--- src/actr_pkg.sv ---
// Shared types, constants and AES helper functions for the counter-mode keystream engine.
package actr_pkg;

    localparam int BlockW  = 128;
    localparam int HalfW   = 64;
    localparam int CountW  = 5;
    localparam int Rounds  = 10;
    localparam int RoundW  = 4;

    // Input command codes.
    localparam logic CMD_START = 1'b0;
    localparam logic CMD_DATA  = 1'b1;

    // Configuration register indexes.
    localparam logic REG_KEY_LOW  = 1'b0;
    localparam logic REG_KEY_HIGH = 1'b1;

    // One classified beat passed from the front end to the cipher pipeline.
    typedef struct packed {
        logic [BlockW-1:0] ctr_block;
        logic [BlockW-1:0] data;
        logic [CountW-1:0] nbytes;
    } job_t;

    // Forward S-box.
    function automatic logic [7:0] sbox(input logic [7:0] a);
        logic [7:0] r;
        case (a)
            8'h00: r=8'h63; 8'h01: r=8'h7c; 8'h02: r=8'h77; 8'h03: r=8'h7b;
            8'h04: r=8'hf2; 8'h05: r=8'h6b; 8'h06: r=8'h6f; 8'h07: r=8'hc5;
            8'h08: r=8'h30; 8'h09: r=8'h01; 8'h0a: r=8'h67; 8'h0b: r=8'h2b;
            8'h0c: r=8'hfe; 8'h0d: r=8'hd7; 8'h0e: r=8'hab; 8'h0f: r=8'h76;
            8'h10: r=8'hca; 8'h11: r=8'h82; 8'h12: r=8'hc9; 8'h13: r=8'h7d;
            8'h14: r=8'hfa; 8'h15: r=8'h59; 8'h16: r=8'h47; 8'h17: r=8'hf0;
            8'h18: r=8'had; 8'h19: r=8'hd4; 8'h1a: r=8'ha2; 8'h1b: r=8'haf;
            8'h1c: r=8'h9c; 8'h1d: r=8'ha4; 8'h1e: r=8'h72; 8'h1f: r=8'hc0;
            8'h20: r=8'hb7; 8'h21: r=8'hfd; 8'h22: r=8'h93; 8'h23: r=8'h26;
            8'h24: r=8'h36; 8'h25: r=8'h3f; 8'h26: r=8'hf7; 8'h27: r=8'hcc;
            8'h28: r=8'h34; 8'h29: r=8'ha5; 8'h2a: r=8'he5; 8'h2b: r=8'hf1;
            8'h2c: r=8'h71; 8'h2d: r=8'hd8; 8'h2e: r=8'h31; 8'h2f: r=8'h15;
            8'h30: r=8'h04; 8'h31: r=8'hc7; 8'h32: r=8'h23; 8'h33: r=8'hc3;
            8'h34: r=8'h18; 8'h35: r=8'h96; 8'h36: r=8'h05; 8'h37: r=8'h9a;
            8'h38: r=8'h07; 8'h39: r=8'h12; 8'h3a: r=8'h80; 8'h3b: r=8'he2;
            8'h3c: r=8'heb; 8'h3d: r=8'h27; 8'h3e: r=8'hb2; 8'h3f: r=8'h75;
            8'h40: r=8'h09; 8'h41: r=8'h83; 8'h42: r=8'h2c; 8'h43: r=8'h1a;
            8'h44: r=8'h1b; 8'h45: r=8'h6e; 8'h46: r=8'h5a; 8'h47: r=8'ha0;
            8'h48: r=8'h52; 8'h49: r=8'h3b; 8'h4a: r=8'hd6; 8'h4b: r=8'hb3;
            8'h4c: r=8'h29; 8'h4d: r=8'he3; 8'h4e: r=8'h2f; 8'h4f: r=8'h84;
            8'h50: r=8'h53; 8'h51: r=8'hd1; 8'h52: r=8'h00; 8'h53: r=8'hed;
            8'h54: r=8'h20; 8'h55: r=8'hfc; 8'h56: r=8'hb1; 8'h57: r=8'h5b;
            8'h58: r=8'h6a; 8'h59: r=8'hcb; 8'h5a: r=8'hbe; 8'h5b: r=8'h39;
            8'h5c: r=8'h4a; 8'h5d: r=8'h4c; 8'h5e: r=8'h58; 8'h5f: r=8'hcf;
            8'h60: r=8'hd0; 8'h61: r=8'hef; 8'h62: r=8'haa; 8'h63: r=8'hfb;
            8'h64: r=8'h43; 8'h65: r=8'h4d; 8'h66: r=8'h33; 8'h67: r=8'h85;
            8'h68: r=8'h45; 8'h69: r=8'hf9; 8'h6a: r=8'h02; 8'h6b: r=8'h7f;
            8'h6c: r=8'h50; 8'h6d: r=8'h3c; 8'h6e: r=8'h9f; 8'h6f: r=8'ha8;
            8'h70: r=8'h51; 8'h71: r=8'ha3; 8'h72: r=8'h40; 8'h73: r=8'h8f;
            8'h74: r=8'h92; 8'h75: r=8'h9d; 8'h76: r=8'h38; 8'h77: r=8'hf5;
            8'h78: r=8'hbc; 8'h79: r=8'hb6; 8'h7a: r=8'hda; 8'h7b: r=8'h21;
            8'h7c: r=8'h10; 8'h7d: r=8'hff; 8'h7e: r=8'hf3; 8'h7f: r=8'hd2;
            8'h80: r=8'hcd; 8'h81: r=8'h0c; 8'h82: r=8'h13; 8'h83: r=8'hec;
            8'h84: r=8'h5f; 8'h85: r=8'h97; 8'h86: r=8'h44; 8'h87: r=8'h17;
            8'h88: r=8'hc4; 8'h89: r=8'ha7; 8'h8a: r=8'h7e; 8'h8b: r=8'h3d;
            8'h8c: r=8'h64; 8'h8d: r=8'h5d; 8'h8e: r=8'h19; 8'h8f: r=8'h73;
            8'h90: r=8'h60; 8'h91: r=8'h81; 8'h92: r=8'h4f; 8'h93: r=8'hdc;
            8'h94: r=8'h22; 8'h95: r=8'h2a; 8'h96: r=8'h90; 8'h97: r=8'h88;
            8'h98: r=8'h46; 8'h99: r=8'hee; 8'h9a: r=8'hb8; 8'h9b: r=8'h14;
            8'h9c: r=8'hde; 8'h9d: r=8'h5e; 8'h9e: r=8'h0b; 8'h9f: r=8'hdb;
            8'ha0: r=8'he0; 8'ha1: r=8'h32; 8'ha2: r=8'h3a; 8'ha3: r=8'h0a;
            8'ha4: r=8'h49; 8'ha5: r=8'h06; 8'ha6: r=8'h24; 8'ha7: r=8'h5c;
            8'ha8: r=8'hc2; 8'ha9: r=8'hd3; 8'haa: r=8'hac; 8'hab: r=8'h62;
            8'hac: r=8'h91; 8'had: r=8'h95; 8'hae: r=8'he4; 8'haf: r=8'h79;
            8'hb0: r=8'he7; 8'hb1: r=8'hc8; 8'hb2: r=8'h37; 8'hb3: r=8'h6d;
            8'hb4: r=8'h8d; 8'hb5: r=8'hd5; 8'hb6: r=8'h4e; 8'hb7: r=8'ha9;
            8'hb8: r=8'h6c; 8'hb9: r=8'h56; 8'hba: r=8'hf4; 8'hbb: r=8'hea;
            8'hbc: r=8'h65; 8'hbd: r=8'h7a; 8'hbe: r=8'hae; 8'hbf: r=8'h08;
            8'hc0: r=8'hba; 8'hc1: r=8'h78; 8'hc2: r=8'h25; 8'hc3: r=8'h2e;
            8'hc4: r=8'h1c; 8'hc5: r=8'ha6; 8'hc6: r=8'hb4; 8'hc7: r=8'hc6;
            8'hc8: r=8'he8; 8'hc9: r=8'hdd; 8'hca: r=8'h74; 8'hcb: r=8'h1f;
            8'hcc: r=8'h4b; 8'hcd: r=8'hbd; 8'hce: r=8'h8b; 8'hcf: r=8'h8a;
            8'hd0: r=8'h70; 8'hd1: r=8'h3e; 8'hd2: r=8'hb5; 8'hd3: r=8'h66;
            8'hd4: r=8'h48; 8'hd5: r=8'h03; 8'hd6: r=8'hf6; 8'hd7: r=8'h0e;
            8'hd8: r=8'h61; 8'hd9: r=8'h35; 8'hda: r=8'h57; 8'hdb: r=8'hb9;
            8'hdc: r=8'h86; 8'hdd: r=8'hc1; 8'hde: r=8'h1d; 8'hdf: r=8'h9e;
            8'he0: r=8'he1; 8'he1: r=8'hf8; 8'he2: r=8'h98; 8'he3: r=8'h11;
            8'he4: r=8'h69; 8'he5: r=8'hd9; 8'he6: r=8'h8e; 8'he7: r=8'h94;
            8'he8: r=8'h9b; 8'he9: r=8'h1e; 8'hea: r=8'h87; 8'heb: r=8'he9;
            8'hec: r=8'hce; 8'hed: r=8'h55; 8'hee: r=8'h28; 8'hef: r=8'hdf;
            8'hf0: r=8'h8c; 8'hf1: r=8'ha1; 8'hf2: r=8'h89; 8'hf3: r=8'h0d;
            8'hf4: r=8'hbf; 8'hf5: r=8'he6; 8'hf6: r=8'h42; 8'hf7: r=8'h68;
            8'hf8: r=8'h41; 8'hf9: r=8'h99; 8'hfa: r=8'h2d; 8'hfb: r=8'h0f;
            8'hfc: r=8'hb0; 8'hfd: r=8'h54; 8'hfe: r=8'hbb; 8'hff: r=8'h16;
            default: r=8'h00;
        endcase
        return r;
    endfunction

    // Multiply by x in GF(2^8).
    function automatic logic [7:0] xtime(input logic [7:0] a);
        return {a[6:0], 1'b0} ^ (a[7] ? 8'h1b : 8'h00);
    endfunction

    // Round constant for key round r (1..10).
    function automatic logic [7:0] rcon(input logic [RoundW-1:0] r);
        logic [7:0] v;
        case (r)
            4'd1: v = 8'h01; 4'd2: v = 8'h02; 4'd3: v = 8'h04; 4'd4: v = 8'h08;
            4'd5: v = 8'h10; 4'd6: v = 8'h20; 4'd7: v = 8'h40; 4'd8: v = 8'h80;
            4'd9: v = 8'h1b; 4'd10: v = 8'h36;
            default: v = 8'h00;
        endcase
        return v;
    endfunction

    // Next round key from the previous one; byte i sits at bits [8i+7:8i].
    function automatic logic [BlockW-1:0] next_key(input logic [BlockW-1:0] k,
                                                   input logic [RoundW-1:0] r);
        logic [31:0] t;
        logic [31:0] w0, w1, w2, w3;
        t  = {sbox(k[103:96]), sbox(k[127:120]), sbox(k[119:112]),
              sbox(k[111:104]) ^ rcon(r)};
        w0 = k[31:0] ^ t;
        w1 = k[63:32] ^ w0;
        w2 = k[95:64] ^ w1;
        w3 = k[127:96] ^ w2;
        return {w3, w2, w1, w0};
    endfunction

    // One cipher round: SubBytes, ShiftRows, optional MixColumns, AddRoundKey.
    function automatic logic [BlockW-1:0] aes_round(input logic [BlockW-1:0] s,
                                                    input logic [BlockW-1:0] k,
                                                    input logic last);
        logic [BlockW-1:0] t;
        logic [BlockW-1:0] m;
        logic [7:0] a0, a1, a2, a3, all;
        for (int c = 0; c < 4; c++) begin
            for (int i = 0; i < 4; i++) begin
                t[8*(4*c+i) +: 8] = sbox(s[8*(4*((c+i)%4)+i) +: 8]);
            end
        end
        m = t;
        for (int c = 0; c < 4; c++) begin
            a0  = t[8*(4*c)   +: 8];
            a1  = t[8*(4*c+1) +: 8];
            a2  = t[8*(4*c+2) +: 8];
            a3  = t[8*(4*c+3) +: 8];
            all = a0 ^ a1 ^ a2 ^ a3;
            m[8*(4*c)   +: 8] = a0 ^ all ^ xtime(a0 ^ a1);
            m[8*(4*c+1) +: 8] = a1 ^ all ^ xtime(a1 ^ a2);
            m[8*(4*c+2) +: 8] = a2 ^ all ^ xtime(a2 ^ a3);
            m[8*(4*c+3) +: 8] = a3 ^ all ^ xtime(a3 ^ a0);
        end
        return (last ? t : m) ^ k;
    endfunction

endpackage

--- src/actr_fifo.sv ---
// Small queue that decouples the front end from the cipher pipeline.
module actr_fifo #(
    parameter int Depth = 4
) (
    input  logic           clk,
    input  logic           rst_n,
    input  logic           push,
    input  actr_pkg::job_t push_data,
    input  logic           pop,
    output logic           not_empty,
    output logic           full,
    output actr_pkg::job_t pop_data
);

    localparam int AW = $clog2(Depth);

    actr_pkg::job_t mem_reg [Depth];
    logic [AW-1:0] wr_reg, rd_reg;
    logic [AW:0]   cnt_reg;

    assign not_empty = (cnt_reg != '0);
    assign full      = (cnt_reg == (AW+1)'(Depth));
    assign pop_data  = mem_reg[rd_reg];

    // Entry storage.
    always_ff @(posedge clk)
    begin
        if (push)
        begin
            mem_reg[wr_reg] <= push_data;
        end
    end

    // Pointers and fill count.
    always_ff @(posedge clk or negedge rst_n)
    begin
        if (!rst_n)
        begin
            wr_reg  <= '0;
            rd_reg  <= '0;
            cnt_reg <= '0;
        end
        else
        begin
            if (push)
            begin
                wr_reg <= (wr_reg == AW'(Depth-1)) ? '0 : wr_reg + 1'b1;
            end
            if (pop)
            begin
                rd_reg <= (rd_reg == AW'(Depth-1)) ? '0 : rd_reg + 1'b1;
            end
            cnt_reg <= cnt_reg + (AW+1)'(push) - (AW+1)'(pop);
        end
    end

endmodule

--- config.mk ---
export PLATFORM = sky130hd
export DESIGN_NAME = actr_fifo
export DESIGN_NICKNAME = d
export VERILOG_FILES = /design/src/actr_pkg.sv /design/src/actr_fifo.sv
export SDC_FILE = /design/constraint.sdc
export NUM_CORES = 1
export LEC_CHECK = 0
export BUFFER_PORTS_ARGS = -buffer_cell sky130_fd_sc_hd__buf_2
export CORE_MARGIN = 8
export CORE_UTILIZATION = 35
export CTS_CLUSTER_SIZE = 40
export DETAILED_ROUTE_END_ITERATION = 12
export GPL_ROUTABILITY_DRIVEN = 0
export PLACE_DENSITY = 0.59
export RECOVER_POWER = 50
export SYNTH_ARGS = -nofsm -noshare
export SYNTH_HDL_FRONTEND = slang
export SYNTH_SLANG_ARGS = --single-unit
--- constraint.sdc ---
create_clock -name clk -period 15.5 [get_ports clk]
set_clock_uncertainty 0.05 [all_clocks]
set_input_delay 0.775 -clock clk [delete_from_list [all_inputs] [get_ports clk]]
set_output_delay 0.775 -clock clk [all_outputs]
set_load 0.05 [all_outputs]
==> impl_metrics.toml <==
[critical_path]
startpoint = "rd_reg[0]$_DFFE_PN0P_"
critPathMostFrequentCell = "buf_4"
start_kind = "flop"
cp.required_ns = 14.68
crit_chain = "buf_4, buf_4, buf_4, mux4_2, buf_2"
path_class = "reg -> out"
arrival_ns = 5.13
slowest_stage = "dfrtp_4"
worst_setup_path_end_kind = "primary output"
path_buf_inv = 4
rr_startpoint = "wr_reg[0]$_DFFE_PN0P_"
cpLargestDelayFamily = "buffers and inverters"
cp_slowest_stage_delay_ns = 0.96
cp_max_fo = 47

[detailed_routing]
routedWlPerCell_um = 24.12
dr.pass1.iters = 4
ant_nets = 0
vias = 17050
wl_um = 84710
avgViaCountPerCell = 4.854
drtIter0Drc = 929
drc = 0

[power_and_ir_drop]
p_int_w = 0.006148
power_density_nw_per_um2 = 220.6
p_comb_frac = 0.369
pwr-share-clk = 0.252
p_seq_frac = 0.378
switching_power_w = 0.003874
ir_worst_vdd_mv = 0.1746
leakage_nw = 14.58
p_sw_frac = 0.3866

[die]
die_x_um = 345.5
start_util = 0.3510
core_sq_um = 108200
die-area_sq_um = 119400
floorplan.io_pins = 528
die_h_um = 345.5
core.rowCount = 121

[finish]
fin_nets = 2276
syn_to_final_growth_pct = 19.57
fillCellCount = 9377
largest_reg_flops = 1044
drive_gt1_frac = 0.3370

[logic_synthesis]
async_flop_share = 0.006660
yosysTopAreaCell = "edfxtp_1"
ys_types = 20
synth_common_cells = "1044 x edfxtp_1, 261 x mux4_2, 29 x buf_2"
ys.flop_type = "edfxtp_1"
netlist_instances = 1399
synth_top_area_frac = 0.8250
synth_edf_count = 1044
yosys_warnings = 0
synth_area_leaders = "edfxtp_1 82%, mux4_2 15%, dfrtp_1 0.46%, buf_2 0.38%, buf_4 0.26%"
synth_most_common_cell = "edfxtp_1"
syn-cell-area_sq_um = 38000
synth.avg_cell_area_sq_um = 27.16
ys_ff_latch = 1051
syn_nets = 1672
yosysSeqAreaShare = 0.8296

[global_routing]
grt_pass1_vias = 18560
globalRoute.totalOverflow = 0
antenna_found_initial = 19
grt_pass1_wl_um = 125000
grt_max_degree = 121
grt_use_total = 0.1382

[clock_network]
post_cts_buffers = 0
clk_pin_slew_ns = 0.06
cts_tree = "done"
clk_latency_ns = 0.67
cts_buffers = 109
htree_levels = 3
root_buffer = "clkbuf_16"
ctsLongestPathBuffers = 3
cts_resized = 0
cts.sinks = 1051

[timing]
setup_violations = 0
tns_ns = 0
hold_viol = 0
period_share = 0.3840
maxSlewViolCount = 156
setup_slack_ns = 9.547
tightest_slew_ns = 3.551
finalCriticalPeriod_ns = 5.953
whs_ns = 0.2945
fmax_mhz = 168.0
rsz0062_at_grt = "no"
slew_headroom = -1.369

[outcome]
violations = "capacitance limit, slew limit"
outcome = "finished with violations"

[place]
post-place-ws_ns = 9.994
numPortBuffers = 527
hpwlAfterDp_um = 53030

[worst_hold_path]
min_from = "push_data[219]"
worstHoldPathType = "in -> reg"

[flow_run]
cap_violations = 4
-- cell type report --
cell class | instances | area, sq um | area share
Clock buffer | 137 | 2875 | 0.06328
Timing Repair Buffer | 551 | 2517 | 0.05541
Tap cell | 1414 | 1769 | 0.03894
Sequential cell | 1051 | 31530 | 0.6940
Inverter | 6 | 22.52 | 0.0004957
Multi-Input combinational cell | 284 | 6090 | 0.1340
Antenna cell | 9 | 22.52 | 0.0004957
Clock inverter | 60 | 606.8 | 0.01336
-- path summary, 6_finish.rpt --
path	end	slack, ns	cells past startpoint
worst min register to register	cnt_reg[2]$_DFF_PN0_	0.56	2
min in group asynchronous	rd_reg[1]$_DFFE_PN0P_	0.55	2
worst max register to register	mem_reg[2][40]$_DFFE_PP_	10.05	5
worst max-delay path	pop_data[142]	9.55	5
max in group asynchronous	rd_reg[0]$_DFFE_PN0P_	14.51	2
worst min-delay path	mem_reg[2][219]$_DFFE_PP_	0.29	1
-- power groups by stage --
stage	logic [W]	registers [W]	clock network, W
2_1_floorplan	0.00293	0.00389	0
3_3_place_gp	0.00379	0.00383	0
3_5_place_dp	0.00379	0.00385	0
4_1_cts	0.00381	0.00380	0.00260
5_1_grt	0.00388	0.00383	0.00270
6_report	0.00370	0.00379	0.00253
-- worst register-to-register path, delay by kind of cell, from the launching register on --
family                   cells  cell delay (ns)
AND/OR/NAND/NOR              1             2.55
buffers and inverters        3             1.87
adder cells (fa/ha/maj)      1             0.15
flip-flops                   1             0.41
-- through the flow --
step                      instance area (sq um)    util  power (W)  instances
final                                     45440  0.4197    0.01002       3512
after global routing                      45420  0.4196    0.01042       3507
after CTS                                 45750  0.4227    0.01021       3503
after detailed placement                  42260  0.3904   0.007647       3305
after global placement                    42260  0.3904   0.007617       3305
after floorplan                           38000       -   0.006817       1399
-- cell families after synthesis --
logic type,count (synthesis),synth area share
AOI/OAI and AO/OA,2,0.0002634
xor gates and xnor gates,2,0.0004611
adders and majority gates,8,0.002832
buffers and inverters,64,0.01014
DFF,1051,0.8296
muxes,263,0.1553
and+or+nand+nor,9,0.001416
-- per-layer routing --
metal / global-route usage / wire length (um) / vias up / part of all wire
met4: 0.04129 / 1838 / 18 / 0.022
met1: 0.1687 / 33300 / 9041 / 0.39
li1: - / - / 7346 / -
met3: 0.04770 / 6947 / 130 / 0.082
met2: 0.2323 / 42500 / 512 / 0.50
met5: 0 / 118 / - / 0.0014
-- repair_timing --
action                     in CTS  in global routing
hold buffers                    1                  0
hold endpoints to repair        7                  0
setup endpoints to repair       0                  0
-- cell usage in the layout (no fill, tap or decap), types with 2 or more instances in the layout --
master,synthesis,final
clkinvlp_4,0,8
diode_2,0,9
inv_1,6,6
clkinv_1,0,21
o21ai_0,2,2
ha_1,7,7
buf_2,29,265
dfrtp_4,0,2
dfrtp_1,7,5
and2_0,0,4
inv_6,0,2
buf_12,0,2
bufinv_16,0,9
clkinv_4,0,2
edfxtp_1,1044,1044
inv_16,0,2
clkinv_2,0,13
buf_4,13,21
clkbuf_16,0,111
mux4_2,261,261
mux2_2,2,2
clkbuf_1,7,288
xnor2_1,2,2
(Power assumes the default switching activity.)
