## src/actr_pkg.sv

```systemverilog
// Shared types, constants and AES helper functions for the counter-mode keystream engine.
package actr_pkg;

    localparam int BlockW  = 128;
    localparam int HalfW   = 64;
    localparam int CountW  = 5;
    localparam int Rounds  = 10;
    localparam int RoundW  = 4;

    // Input command codes.
    localparam logic CMD_START = 1'b0;
    localparam logic CMD_DATA  = 1'b1;

    // Configuration register indexes.
    localparam logic REG_KEY_LOW  = 1'b0;
    localparam logic REG_KEY_HIGH = 1'b1;

    // One classified beat passed from the front end to the cipher pipeline.
    typedef struct packed {
        logic [BlockW-1:0] ctr_block;
        logic [BlockW-1:0] data;
        logic [CountW-1:0] nbytes;
    } job_t;

    // Forward S-box.
    function automatic logic [7:0] sbox(input logic [7:0] a);
        logic [7:0] r;
        case (a)
            8'h00: r=8'h63; 8'h01: r=8'h7c; 8'h02: r=8'h77; 8'h03: r=8'h7b;
            8'h04: r=8'hf2; 8'h05: r=8'h6b; 8'h06: r=8'h6f; 8'h07: r=8'hc5;
            8'h08: r=8'h30; 8'h09: r=8'h01; 8'h0a: r=8'h67; 8'h0b: r=8'h2b;
            8'h0c: r=8'hfe; 8'h0d: r=8'hd7; 8'h0e: r=8'hab; 8'h0f: r=8'h76;
            8'h10: r=8'hca; 8'h11: r=8'h82; 8'h12: r=8'hc9; 8'h13: r=8'h7d;
            8'h14: r=8'hfa; 8'h15: r=8'h59; 8'h16: r=8'h47; 8'h17: r=8'hf0;
            8'h18: r=8'had; 8'h19: r=8'hd4; 8'h1a: r=8'ha2; 8'h1b: r=8'haf;
            8'h1c: r=8'h9c; 8'h1d: r=8'ha4; 8'h1e: r=8'h72; 8'h1f: r=8'hc0;
            8'h20: r=8'hb7; 8'h21: r=8'hfd; 8'h22: r=8'h93; 8'h23: r=8'h26;
            8'h24: r=8'h36; 8'h25: r=8'h3f; 8'h26: r=8'hf7; 8'h27: r=8'hcc;
            8'h28: r=8'h34; 8'h29: r=8'ha5; 8'h2a: r=8'he5; 8'h2b: r=8'hf1;
            8'h2c: r=8'h71; 8'h2d: r=8'hd8; 8'h2e: r=8'h31; 8'h2f: r=8'h15;
            8'h30: r=8'h04; 8'h31: r=8'hc7; 8'h32: r=8'h23; 8'h33: r=8'hc3;
            8'h34: r=8'h18; 8'h35: r=8'h96; 8'h36: r=8'h05; 8'h37: r=8'h9a;
            8'h38: r=8'h07; 8'h39: r=8'h12; 8'h3a: r=8'h80; 8'h3b: r=8'he2;
            8'h3c: r=8'heb; 8'h3d: r=8'h27; 8'h3e: r=8'hb2; 8'h3f: r=8'h75;
            8'h40: r=8'h09; 8'h41: r=8'h83; 8'h42: r=8'h2c; 8'h43: r=8'h1a;
            8'h44: r=8'h1b; 8'h45: r=8'h6e; 8'h46: r=8'h5a; 8'h47: r=8'ha0;
            8'h48: r=8'h52; 8'h49: r=8'h3b; 8'h4a: r=8'hd6; 8'h4b: r=8'hb3;
            8'h4c: r=8'h29; 8'h4d: r=8'he3; 8'h4e: r=8'h2f; 8'h4f: r=8'h84;
            8'h50: r=8'h53; 8'h51: r=8'hd1; 8'h52: r=8'h00; 8'h53: r=8'hed;
            8'h54: r=8'h20; 8'h55: r=8'hfc; 8'h56: r=8'hb1; 8'h57: r=8'h5b;
            8'h58: r=8'h6a; 8'h59: r=8'hcb; 8'h5a: r=8'hbe; 8'h5b: r=8'h39;
            8'h5c: r=8'h4a; 8'h5d: r=8'h4c; 8'h5e: r=8'h58; 8'h5f: r=8'hcf;
            8'h60: r=8'hd0; 8'h61: r=8'hef; 8'h62: r=8'haa; 8'h63: r=8'hfb;
            8'h64: r=8'h43; 8'h65: r=8'h4d; 8'h66: r=8'h33; 8'h67: r=8'h85;
            8'h68: r=8'h45; 8'h69: r=8'hf9; 8'h6a: r=8'h02; 8'h6b: r=8'h7f;
            8'h6c: r=8'h50; 8'h6d: r=8'h3c; 8'h6e: r=8'h9f; 8'h6f: r=8'ha8;
            8'h70: r=8'h51; 8'h71: r=8'ha3; 8'h72: r=8'h40; 8'h73: r=8'h8f;
            8'h74: r=8'h92; 8'h75: r=8'h9d; 8'h76: r=8'h38; 8'h77: r=8'hf5;
            8'h78: r=8'hbc; 8'h79: r=8'hb6; 8'h7a: r=8'hda; 8'h7b: r=8'h21;
            8'h7c: r=8'h10; 8'h7d: r=8'hff; 8'h7e: r=8'hf3; 8'h7f: r=8'hd2;
            8'h80: r=8'hcd; 8'h81: r=8'h0c; 8'h82: r=8'h13; 8'h83: r=8'hec;
            8'h84: r=8'h5f; 8'h85: r=8'h97; 8'h86: r=8'h44; 8'h87: r=8'h17;
            8'h88: r=8'hc4; 8'h89: r=8'ha7; 8'h8a: r=8'h7e; 8'h8b: r=8'h3d;
            8'h8c: r=8'h64; 8'h8d: r=8'h5d; 8'h8e: r=8'h19; 8'h8f: r=8'h73;
            8'h90: r=8'h60; 8'h91: r=8'h81; 8'h92: r=8'h4f; 8'h93: r=8'hdc;
            8'h94: r=8'h22; 8'h95: r=8'h2a; 8'h96: r=8'h90; 8'h97: r=8'h88;
            8'h98: r=8'h46; 8'h99: r=8'hee; 8'h9a: r=8'hb8; 8'h9b: r=8'h14;
            8'h9c: r=8'hde; 8'h9d: r=8'h5e; 8'h9e: r=8'h0b; 8'h9f: r=8'hdb;
            8'ha0: r=8'he0; 8'ha1: r=8'h32; 8'ha2: r=8'h3a; 8'ha3: r=8'h0a;
            8'ha4: r=8'h49; 8'ha5: r=8'h06; 8'ha6: r=8'h24; 8'ha7: r=8'h5c;
            8'ha8: r=8'hc2; 8'ha9: r=8'hd3; 8'haa: r=8'hac; 8'hab: r=8'h62;
            8'hac: r=8'h91; 8'had: r=8'h95; 8'hae: r=8'he4; 8'haf: r=8'h79;
            8'hb0: r=8'he7; 8'hb1: r=8'hc8; 8'hb2: r=8'h37; 8'hb3: r=8'h6d;
            8'hb4: r=8'h8d; 8'hb5: r=8'hd5; 8'hb6: r=8'h4e; 8'hb7: r=8'ha9;
            8'hb8: r=8'h6c; 8'hb9: r=8'h56; 8'hba: r=8'hf4; 8'hbb: r=8'hea;
            8'hbc: r=8'h65; 8'hbd: r=8'h7a; 8'hbe: r=8'hae; 8'hbf: r=8'h08;
            8'hc0: r=8'hba; 8'hc1: r=8'h78; 8'hc2: r=8'h25; 8'hc3: r=8'h2e;
            8'hc4: r=8'h1c; 8'hc5: r=8'ha6; 8'hc6: r=8'hb4; 8'hc7: r=8'hc6;
            8'hc8: r=8'he8; 8'hc9: r=8'hdd; 8'hca: r=8'h74; 8'hcb: r=8'h1f;
            8'hcc: r=8'h4b; 8'hcd: r=8'hbd; 8'hce: r=8'h8b; 8'hcf: r=8'h8a;
            8'hd0: r=8'h70; 8'hd1: r=8'h3e; 8'hd2: r=8'hb5; 8'hd3: r=8'h66;
            8'hd4: r=8'h48; 8'hd5: r=8'h03; 8'hd6: r=8'hf6; 8'hd7: r=8'h0e;
            8'hd8: r=8'h61; 8'hd9: r=8'h35; 8'hda: r=8'h57; 8'hdb: r=8'hb9;
            8'hdc: r=8'h86; 8'hdd: r=8'hc1; 8'hde: r=8'h1d; 8'hdf: r=8'h9e;
            8'he0: r=8'he1; 8'he1: r=8'hf8; 8'he2: r=8'h98; 8'he3: r=8'h11;
            8'he4: r=8'h69; 8'he5: r=8'hd9; 8'he6: r=8'h8e; 8'he7: r=8'h94;
            8'he8: r=8'h9b; 8'he9: r=8'h1e; 8'hea: r=8'h87; 8'heb: r=8'he9;
            8'hec: r=8'hce; 8'hed: r=8'h55; 8'hee: r=8'h28; 8'hef: r=8'hdf;
            8'hf0: r=8'h8c; 8'hf1: r=8'ha1; 8'hf2: r=8'h89; 8'hf3: r=8'h0d;
            8'hf4: r=8'hbf; 8'hf5: r=8'he6; 8'hf6: r=8'h42; 8'hf7: r=8'h68;
            8'hf8: r=8'h41; 8'hf9: r=8'h99; 8'hfa: r=8'h2d; 8'hfb: r=8'h0f;
            8'hfc: r=8'hb0; 8'hfd: r=8'h54; 8'hfe: r=8'hbb; 8'hff: r=8'h16;
            default: r=8'h00;
        endcase
        return r;
    endfunction

    // Multiply by x in GF(2^8).
    function automatic logic [7:0] xtime(input logic [7:0] a);
        return {a[6:0], 1'b0} ^ (a[7] ? 8'h1b : 8'h00);
    endfunction

    // Round constant for key round r (1..10).
    function automatic logic [7:0] rcon(input logic [RoundW-1:0] r);
        logic [7:0] v;
        case (r)
            4'd1: v = 8'h01; 4'd2: v = 8'h02; 4'd3: v = 8'h04; 4'd4: v = 8'h08;
            4'd5: v = 8'h10; 4'd6: v = 8'h20; 4'd7: v = 8'h40; 4'd8: v = 8'h80;
            4'd9: v = 8'h1b; 4'd10: v = 8'h36;
            default: v = 8'h00;
        endcase
        return v;
    endfunction

    // Next round key from the previous one; byte i sits at bits [8i+7:8i].
    function automatic logic [BlockW-1:0] next_key(input logic [BlockW-1:0] k,
                                                   input logic [RoundW-1:0] r);
        logic [31:0] t;
        logic [31:0] w0, w1, w2, w3;
        t  = {sbox(k[103:96]), sbox(k[127:120]), sbox(k[119:112]),
              sbox(k[111:104]) ^ rcon(r)};
        w0 = k[31:0] ^ t;
        w1 = k[63:32] ^ w0;
        w2 = k[95:64] ^ w1;
        w3 = k[127:96] ^ w2;
        return {w3, w2, w1, w0};
    endfunction

    // One cipher round: SubBytes, ShiftRows, optional MixColumns, AddRoundKey.
    function automatic logic [BlockW-1:0] aes_round(input logic [BlockW-1:0] s,
                                                    input logic [BlockW-1:0] k,
                                                    input logic last);
        logic [BlockW-1:0] t;
        logic [BlockW-1:0] m;
        logic [7:0] a0, a1, a2, a3, all;
        for (int c = 0; c < 4; c++) begin
            for (int i = 0; i < 4; i++) begin
                t[8*(4*c+i) +: 8] = sbox(s[8*(4*((c+i)%4)+i) +: 8]);
            end
        end
        m = t;
        for (int c = 0; c < 4; c++) begin
            a0  = t[8*(4*c)   +: 8];
            a1  = t[8*(4*c+1) +: 8];
            a2  = t[8*(4*c+2) +: 8];
            a3  = t[8*(4*c+3) +: 8];
            all = a0 ^ a1 ^ a2 ^ a3;
            m[8*(4*c)   +: 8] = a0 ^ all ^ xtime(a0 ^ a1);
            m[8*(4*c+1) +: 8] = a1 ^ all ^ xtime(a1 ^ a2);
            m[8*(4*c+2) +: 8] = a2 ^ all ^ xtime(a2 ^ a3);
            m[8*(4*c+3) +: 8] = a3 ^ all ^ xtime(a3 ^ a0);
        end
        return (last ? t : m) ^ k;
    endfunction

endpackage

```

## src/actr_front.sv

```systemverilog
// Front end: takes input beats, keeps IV and counter, and emits counter blocks for data beats.
module actr_front (
    input  logic                       clk,
    input  logic                       rst_n,
    input  logic                       in_take,
    input  logic                       command,
    input  logic [actr_pkg::HalfW-1:0] data_low,
    input  logic [actr_pkg::HalfW-1:0] data_high,
    input  logic [actr_pkg::CountW-1:0] valid_bytes,
    output logic                       job_push,
    output actr_pkg::job_t             job
);

    logic [actr_pkg::HalfW-1:0] iv_low_reg, iv_high_reg, ctr_reg;

    // A start beat reloads the IV; a data beat uses it and bumps the counter.
    always_ff @(posedge clk or negedge rst_n)
    begin
        if (!rst_n)
        begin
            iv_low_reg  <= '0;
            iv_high_reg <= '0;
            ctr_reg     <= '0;
        end
        else if (in_take)
        begin
            if (command == actr_pkg::CMD_START)
            begin
                iv_low_reg  <= data_low;
                iv_high_reg <= data_high;
                ctr_reg     <= '0;
            end
            else
            begin
                ctr_reg <= ctr_reg + 64'd1;
            end
        end
    end

    assign job_push      = in_take && (command == actr_pkg::CMD_DATA);
    assign job.ctr_block = {iv_high_reg, iv_low_reg ^ ctr_reg};
    assign job.data      = {data_high, data_low};
    assign job.nbytes    = valid_bytes;

endmodule

```

## config.mk

```make
export PLATFORM = sky130hd
export DESIGN_NAME = actr_front
export DESIGN_NICKNAME = d
export VERILOG_FILES = /design/src/actr_pkg.sv /design/src/actr_front.sv
export SDC_FILE = /design/constraint.sdc
export NUM_CORES = 1
export LEC_CHECK = 0
export BUFFER_PORTS_ARGS = -buffer_cell sky130_fd_sc_hd__clkbuf_2
export CAP_MARGIN = 25
export CORE_MARGIN = 10
export CORE_UTILIZATION = 40
export CTS_BUF_LIST = sky130_fd_sc_hd__clkbuf_16
export CTS_CLUSTER_DIAMETER = 120
export DETAILED_ROUTE_END_ITERATION = 12
export PLACE_DENSITY = 0.78
export SYNTH_ARGS = -nofsm -noshare
export SYNTH_HDL_FRONTEND = slang
export SYNTH_SLANG_ARGS = --single-unit
```

## constraint.sdc

```tcl
create_clock -name clk -period 4.45 [get_ports clk]
set_input_delay 0.445 -clock clk [delete_from_list [all_inputs] [get_ports clk]]
set_output_delay 0.445 -clock clk [all_outputs]
set_load 0.01 [all_outputs]
```

==> results.yml, run 1 <==
floorplan:
  start_util_pct: 40.3
  ios: 399
  die_w_um: 176
  rows: 57
  dieHeight_um: 176
  die_area_mm2: 0.0310
  core_area_mm2: 0.0242
global_route:
  track_usage_pct: 18.6
  overflow: 0
  grt_pass1_vias: 8555
  grt_pass1_wl_mm: 46.4
  grt_max_degree: 109
  grt_antenna_before_repair: 0
worst_setup_path:
  end_kind: "flop"
  ff2ff_setup_slack_ns: 1.83
  start_kind: "flop"
  required_ns: 4.80
  crit_type: "reg -> reg"
  worstPathArrival_ns: 2.97
  path_max_fanout: 17
yosys:
  ys_types: 34
  synth.cell_area_mm2: 0.00974
  syn_nets: 1257
  muxShareOfSynthArea_pct: 0.103
  async_reset_ff_share_pct: 100
  synth-seq-cells: 192
  synthSimpleGateAreaFrac_pct: 26.0
  synth-edff-count: 0
  synth_top_family_by_area: "simple AND/OR/NAND/NOR gates"
  ys_seq_area_share_pct: 49.3
  synthXorXnorAreaFrac_pct: 8.27
  synth_area_leaders: "dfrtp_1 49%, nand2_1 16%, buf_4 10%"
  syn_avg_cell_area_um2: 8.71
  synth.top_cell.area_share_pct: 49.3
  synthFlopType: "dfrtp_1"
  synthAdderAreaFrac_pct: 0.128
  yosys.area.top_type: "dfrtp_1"
  synth_compound_area_share_pct: 3.62
  syn_inst: 1119
  ys_warn_count: 0
hold_path:
  min_path_type: "in -> async"
timing:
  slew_headroom_pct: 38.1
  skew_ns: 0.0137
  period_minus_slack_ns: 2.62
  finalSetupTns_ns: 0
  hold_viol: 0
  rsz0062_at_grt: "no"
  period_share_pct: 58.8
  worst_pin_slew_ns: 0.929
  maxSlewViolCount: 0
  setup_viol_count_final: 0
  max_freq_mhz: 382
  worst_hold_slack_ns: 0.104
clock_network:
  cts_setup_buffers: 0
  cts_sinks: 192
  cts_resized: 0
  cts_tree: "done"
  cts_root_buf: "clkbuf_16"
  cts_buffer_depth: 2
  cts_buffers: 17
  clk_latency_ns: 0.44
  ctsHtreeMaxLevel: 4
  clk_pin_slew_worst_paths_ns: 0.07
  ctsHoldBuffers: 0
placed_design:
  dp_hpwl_mm: 22.7
  dpl.cell_count: 1655
  port_buffers: 388
  place.gp.congestion: 0.832
  dpl-instance-area_mm2: 0.0110
layout:
  multi_input_area_mm2: 0.00373
  antenna_cells: 0
  nNetsFinal: 1488
  layout.cells.most_common: "nand2_1"
  fin_cells: 1687
  fillers: 2341
  regArea_mm2: 0.00480
  fin_area_mm2: 0.0116
  syn2layout_area_growth_pct: 19.3
  drive_gt1_share_pct: 32.1
  layout_common_cells: "415 x nand2_1, 387 x clkbuf_2, 192 x dfrtp_1"
run_status:
  status: "complete, no violations"
power:
  p_sw_share_pct: 30.8
  combPwrFrac_pct: 16.7
  leakage_nw: 6.49
  intPower_w: 0.00298
  p_switching_w: 0.00133
  power_density_mw_per_mm2: 371
  clock_power_share_pct: 37.1
  ir_drop_mv: 0.196
  finalPower_w: 0.00431
  seqPwrFrac_pct: 46.2
routing:
  drt-vias-per-instance: 4.84
  wl_mm: 29.7
  post_drt_wl_per_cell_um: 17.6
  drt-pass1-iter-count: 5
  drc: 0
  dr.first_iter.drc_count: 575
  postRouteAntennaNets: 0
  vias: 8173
job:
  max_cap_viol_count: 0
cell families (layout without fill, tap and decap cells):
family,Yosys count,after routing
AND/OR/NAND/NOR,575,575
XOR/XNOR,92,92
adder cells (fa/ha/maj),1,1
buffers and inverters,191,435
AO/OA/AOI/OAI,67,67
multiplexers,1,1
flip-flops,192,192
per-layer routing:
layer  global-route usage [%]  vias up  share of wire, %
met2                     32.3      298                51
met4                     4.87        0               1.7
met5                        0        -                 0
met1                     20.9     3899                39
met3                     7.07       36               8.3
li1                         -     3940                 -
Yosys cell counts (all sizes together), types with 5 or more instances:
library cell	count
dfrtp	192
o31ai	6
a21oi	31
inv	9
xnor2	10
or4	6
and2	5
nand3	30
nand4	28
nor2	31
and3	9
buf	142
nor3	6
clkbuf	40
and4	10
nor4	7
xor2	82
o21ai	29
nand2	416
or3	24
layout make-up:
type / instances / share of cell area, %
multi-input cells: 736 / 32.1
repair buffers: 394 / 17.6
clock inverters: 15 / 1.63
clock buffers: 17 / 3.66
well taps: 324 / 3.49
flip-flops and latches: 192 / 41.3
inverters: 9 / 0.291
through the flow:
stage                     worst slack [ns]  utilization (%)
after floorplan                       2.40                -
after global placement                1.96             45.4
after detailed placement              1.87             45.5
after CTS                             1.86             48.1
after global routing                  1.60             48.1
final                                 1.83             48.1
critical path, cell delays in order (launching register included):
cell and delay (ns):
dfrtp_1 0.45, ha_1 0.24, nand2_1 0.15, nor4_4 0.58, nand3_2 0.37, or4_1 0.59
a21oi_1 0.16
power groups by stage:
| stage | clock, W | sequential (W) | combinational (W) |
|---|---|---|---|
| floorplan | 0 | 0.00204 | 0.000372 |
| global placement | 0 | 0.00202 | 0.000725 |
| detailed placement | 0 | 0.00202 | 0.000740 |
| CTS | 0.00164 | 0.00199 | 0.000742 |
| global route | 0.00170 | 0.00201 | 0.000803 |
| finish | 0.00160 | 0.00199 | 0.000722 |
path summary, 6_finish.rpt:
check | from | to | cells after the start
setup / recovery | ctr_reg[0]$_DFFE_PN0P_ | ctr_reg[52]$_DFFE_PN0P_ | 6
hold / removal | rst_n | iv_low_reg[25]$_DFFE_PN0P_ | 1
setup reg to reg | ctr_reg[0]$_DFFE_PN0P_ | ctr_reg[52]$_DFFE_PN0P_ | 6
hold reg to reg | iv_high_reg[1]$_DFFE_PN0P_ | iv_high_reg[1]$_DFFE_PN0P_ | 2
max in group asynchronous | rst_n | iv_low_reg[39]$_DFFE_PN0P_ | 2
min in group clk | data_high[57] | iv_high_reg[57]$_DFFE_PN0P_ | 3
Power figures use the tool's default switching activity.
==> run 2: changes to the inputs <==
clock period = 2.5 ns   (was 4.45 ns; I/O delays follow)
==> run 2 against run 1 <==
- register-to-register slack got worse by 1.7 ns
- first-iteration DRC count decreased by 13%
- largest cell class unchanged
- routed wire length increased by 3.2%
- clock power increased by 64%
- sequential cell count unchanged
- utilization increased by 0.65 points
==> results.yml, run 2 (same netlist as run 1, synthesis figures left out) <==
floorplan:
  core_area_mm2: 0.0242
  rows: 57
  die_w_um: 176
  start_util_pct: 40.3
  die_area_mm2: 0.0310
  dieHeight_um: 176
  ios: 399
routing:
  postRouteAntennaNets: 0
  post_drt_wl_per_cell_um: 17.9
  vias: 8299
  drt-pass1-iter-count: 5
  dr.first_iter.drc_count: 503
  drt-vias-per-instance: 4.85
  drc: 0
  wl_mm: 30.6
layout:
  fillers: 2316
  nNetsFinal: 1511
  layout_common_cells: "415 x nand2_1, 387 x clkbuf_2, 192 x dfrtp_1"
  multi_input_area_mm2: 0.00375
  final_util_pct: 48.7
  drive_gt1_share_pct: 32.6
  regArea_mm2: 0.00480
  layout.cells.most_common: "nand2_1"
  syn2layout_area_growth_pct: 21.0
power:
  power_density_mw_per_mm2: 635
  p_sw_share_pct: 30.7
  intPower_w: 0.00518
  p_switching_w: 0.00230
  seqPwrFrac_pct: 47.4
  combPwrFrac_pct: 17.5
  clock_power_share_pct: 35.1
  ir_drop_mv: 0.380
  leakage_nw: 6.58
worst_setup_path:
  required_ns: 2.86
  end_kind: "flop"
  path_max_fanout: 17
  crit_type: "reg -> reg"
  worstPathArrival_ns: 2.70
  start_kind: "flop"
timing:
  rsz0062_at_grt: "yes"
  slew_headroom_pct: 58.2
  worst_pin_slew_ns: 0.627
  finalSetupTns_ns: 0
  skew_ns: 0.00739
  period_minus_slack_ns: 2.34
  hold_viol: 0
  maxSlewViolCount: 0
  max_freq_mhz: 427
  period_share_pct: 93.7
  setup_viol_count_final: 0
clock_network:
  clk_latency_ns: 0.43
  cts_buffer_depth: 2
  cts_sinks: 192
  cts_tree: "done"
  cts_root_buf: "clkbuf_16"
  cts_buffers: 17
  ctsHtreeMaxLevel: 4
  clk_pin_slew_worst_paths_ns: 0.08
global_route:
  grt_max_degree: 75
  track_usage_pct: 19.0
  grt_antenna_before_repair: 0
  grt_pass1_vias: 8512
  grt_pass1_wl_mm: 47.2
  overflow: 0
hold_path:
  min_path_type: "in -> reg"
job:
  max_cap_viol_count: 0
placed_design:
  place.gp.congestion: 0.858
  dp_hpwl_mm: 23.7
  port_buffers: 388
run_status:
  status: "complete, no violations"
-- run 2: cell count changes in the layout (fill, tap and decap cells not counted), sizes merged --
| cell | previous run | this run |
|---|---|---|
| clkinvlp | 1 | 2 |
| bufinv | 1 | 0 |
| inv | 17 | 16 |
| diode | 0 | 1 |
| buf | 6 | 22 |
| dlygate4sd3 | 0 | 7 |
-- run 2: cell type report --
| cell class | count | share of cell area (%) |
|---|---|---|
| flip-flops and latches | 192 | 40.8 |
| repair buffers | 417 | 19.0 |
| multi-input cells | 736 | 31.8 |
| inverters | 9 | 0.287 |
| well taps | 324 | 3.44 |
| clock inverters | 14 | 1.07 |
| diodes | 1 | 0.0212 |
| clock buffers | 17 | 3.61 |
-- run 2: through the flow --
| stage | hold slack [ns] | instances | area, µm² | worst slack (ns) | total power [W] |
|---|---|---|---|---|---|
| 6_report | 0.0172 | 1710 | 11800 | 0.158 | 0.00748 |
| 5_1_grt | 0.00811 | 1709 | 11800 | -0.0384 | 0.00785 |
| 4_1_cts | 0.00343 | 1708 | 11800 | 0.0997 | 0.00759 |
| 3_5_place_dp | 0.331 | 1670 | 11100 | 0.127 | 0.00494 |
| 3_3_place_gp | 0.323 | 1670 | 11100 | 0.215 | 0.00492 |
| 2_1_floorplan | -0.0456 | 1119 | 9740 | 0.445 | 0.00430 |
-- run 2: path summary, 6_finish.rpt --
path,startpoint,end,slack (ns),depth (start not counted)
max,ctr_reg[0]$_DFFE_PN0P_,ctr_reg[52]$_DFFE_PN0P_,0.16,6
min,data_high[19],iv_high_reg[19]$_DFFE_PN0P_,0.02,3
max reg2reg,ctr_reg[0]$_DFFE_PN0P_,ctr_reg[52]$_DFFE_PN0P_,0.16,6
min reg2reg,iv_high_reg[4]$_DFFE_PN0P_,iv_high_reg[4]$_DFFE_PN0P_,0.48,2
max in group asynchronous,rst_n,ctr_reg[20]$_DFFE_PN0P_,1.22,3
min in group asynchronous,rst_n,iv_low_reg[38]$_DFFE_PN0P_,0.42,2
-- run 2: worst max-delay path: stages (launching register included) --
cell and delay [ns]:
dfrtp_1 0.44, ha_1 0.24, nand2_1 0.15, nor4_4 0.47, nand3_4 0.24, or4_1 0.56
a21oi_1 0.15
-- run 2: per-layer routing --
layer	track usage [%]	vias to the layer above	routed length [µm]
met5	0	-	0
met4	4.34	0	348
met3	6.73	27	2470
met2	33.3	306	15800
met1	21.8	3971	12000
li1	-	3995	-
-- run 2: what timing repair did --
action	CTS	global route
endpoints found under the hold margin	76	0
hold buffers	7	0
endpoints found under the setup margin	0	7
buffers inserted	0	1
resized for setup	0	3
-- run 2: power by group through the flow --
| stage | sequential [W] | clock [W] | combinational, W |
|---|---|---|---|
| after floorplan | 0.00364 | 0 | 0.000663 |
| after global placement | 0.00360 | 0 | 0.00132 |
| after detailed placement | 0.00361 | 0 | 0.00134 |
| after CTS | 0.00355 | 0.00269 | 0.00135 |
| after global routing | 0.00358 | 0.00281 | 0.00146 |
| final | 0.00355 | 0.00262 | 0.00131 |
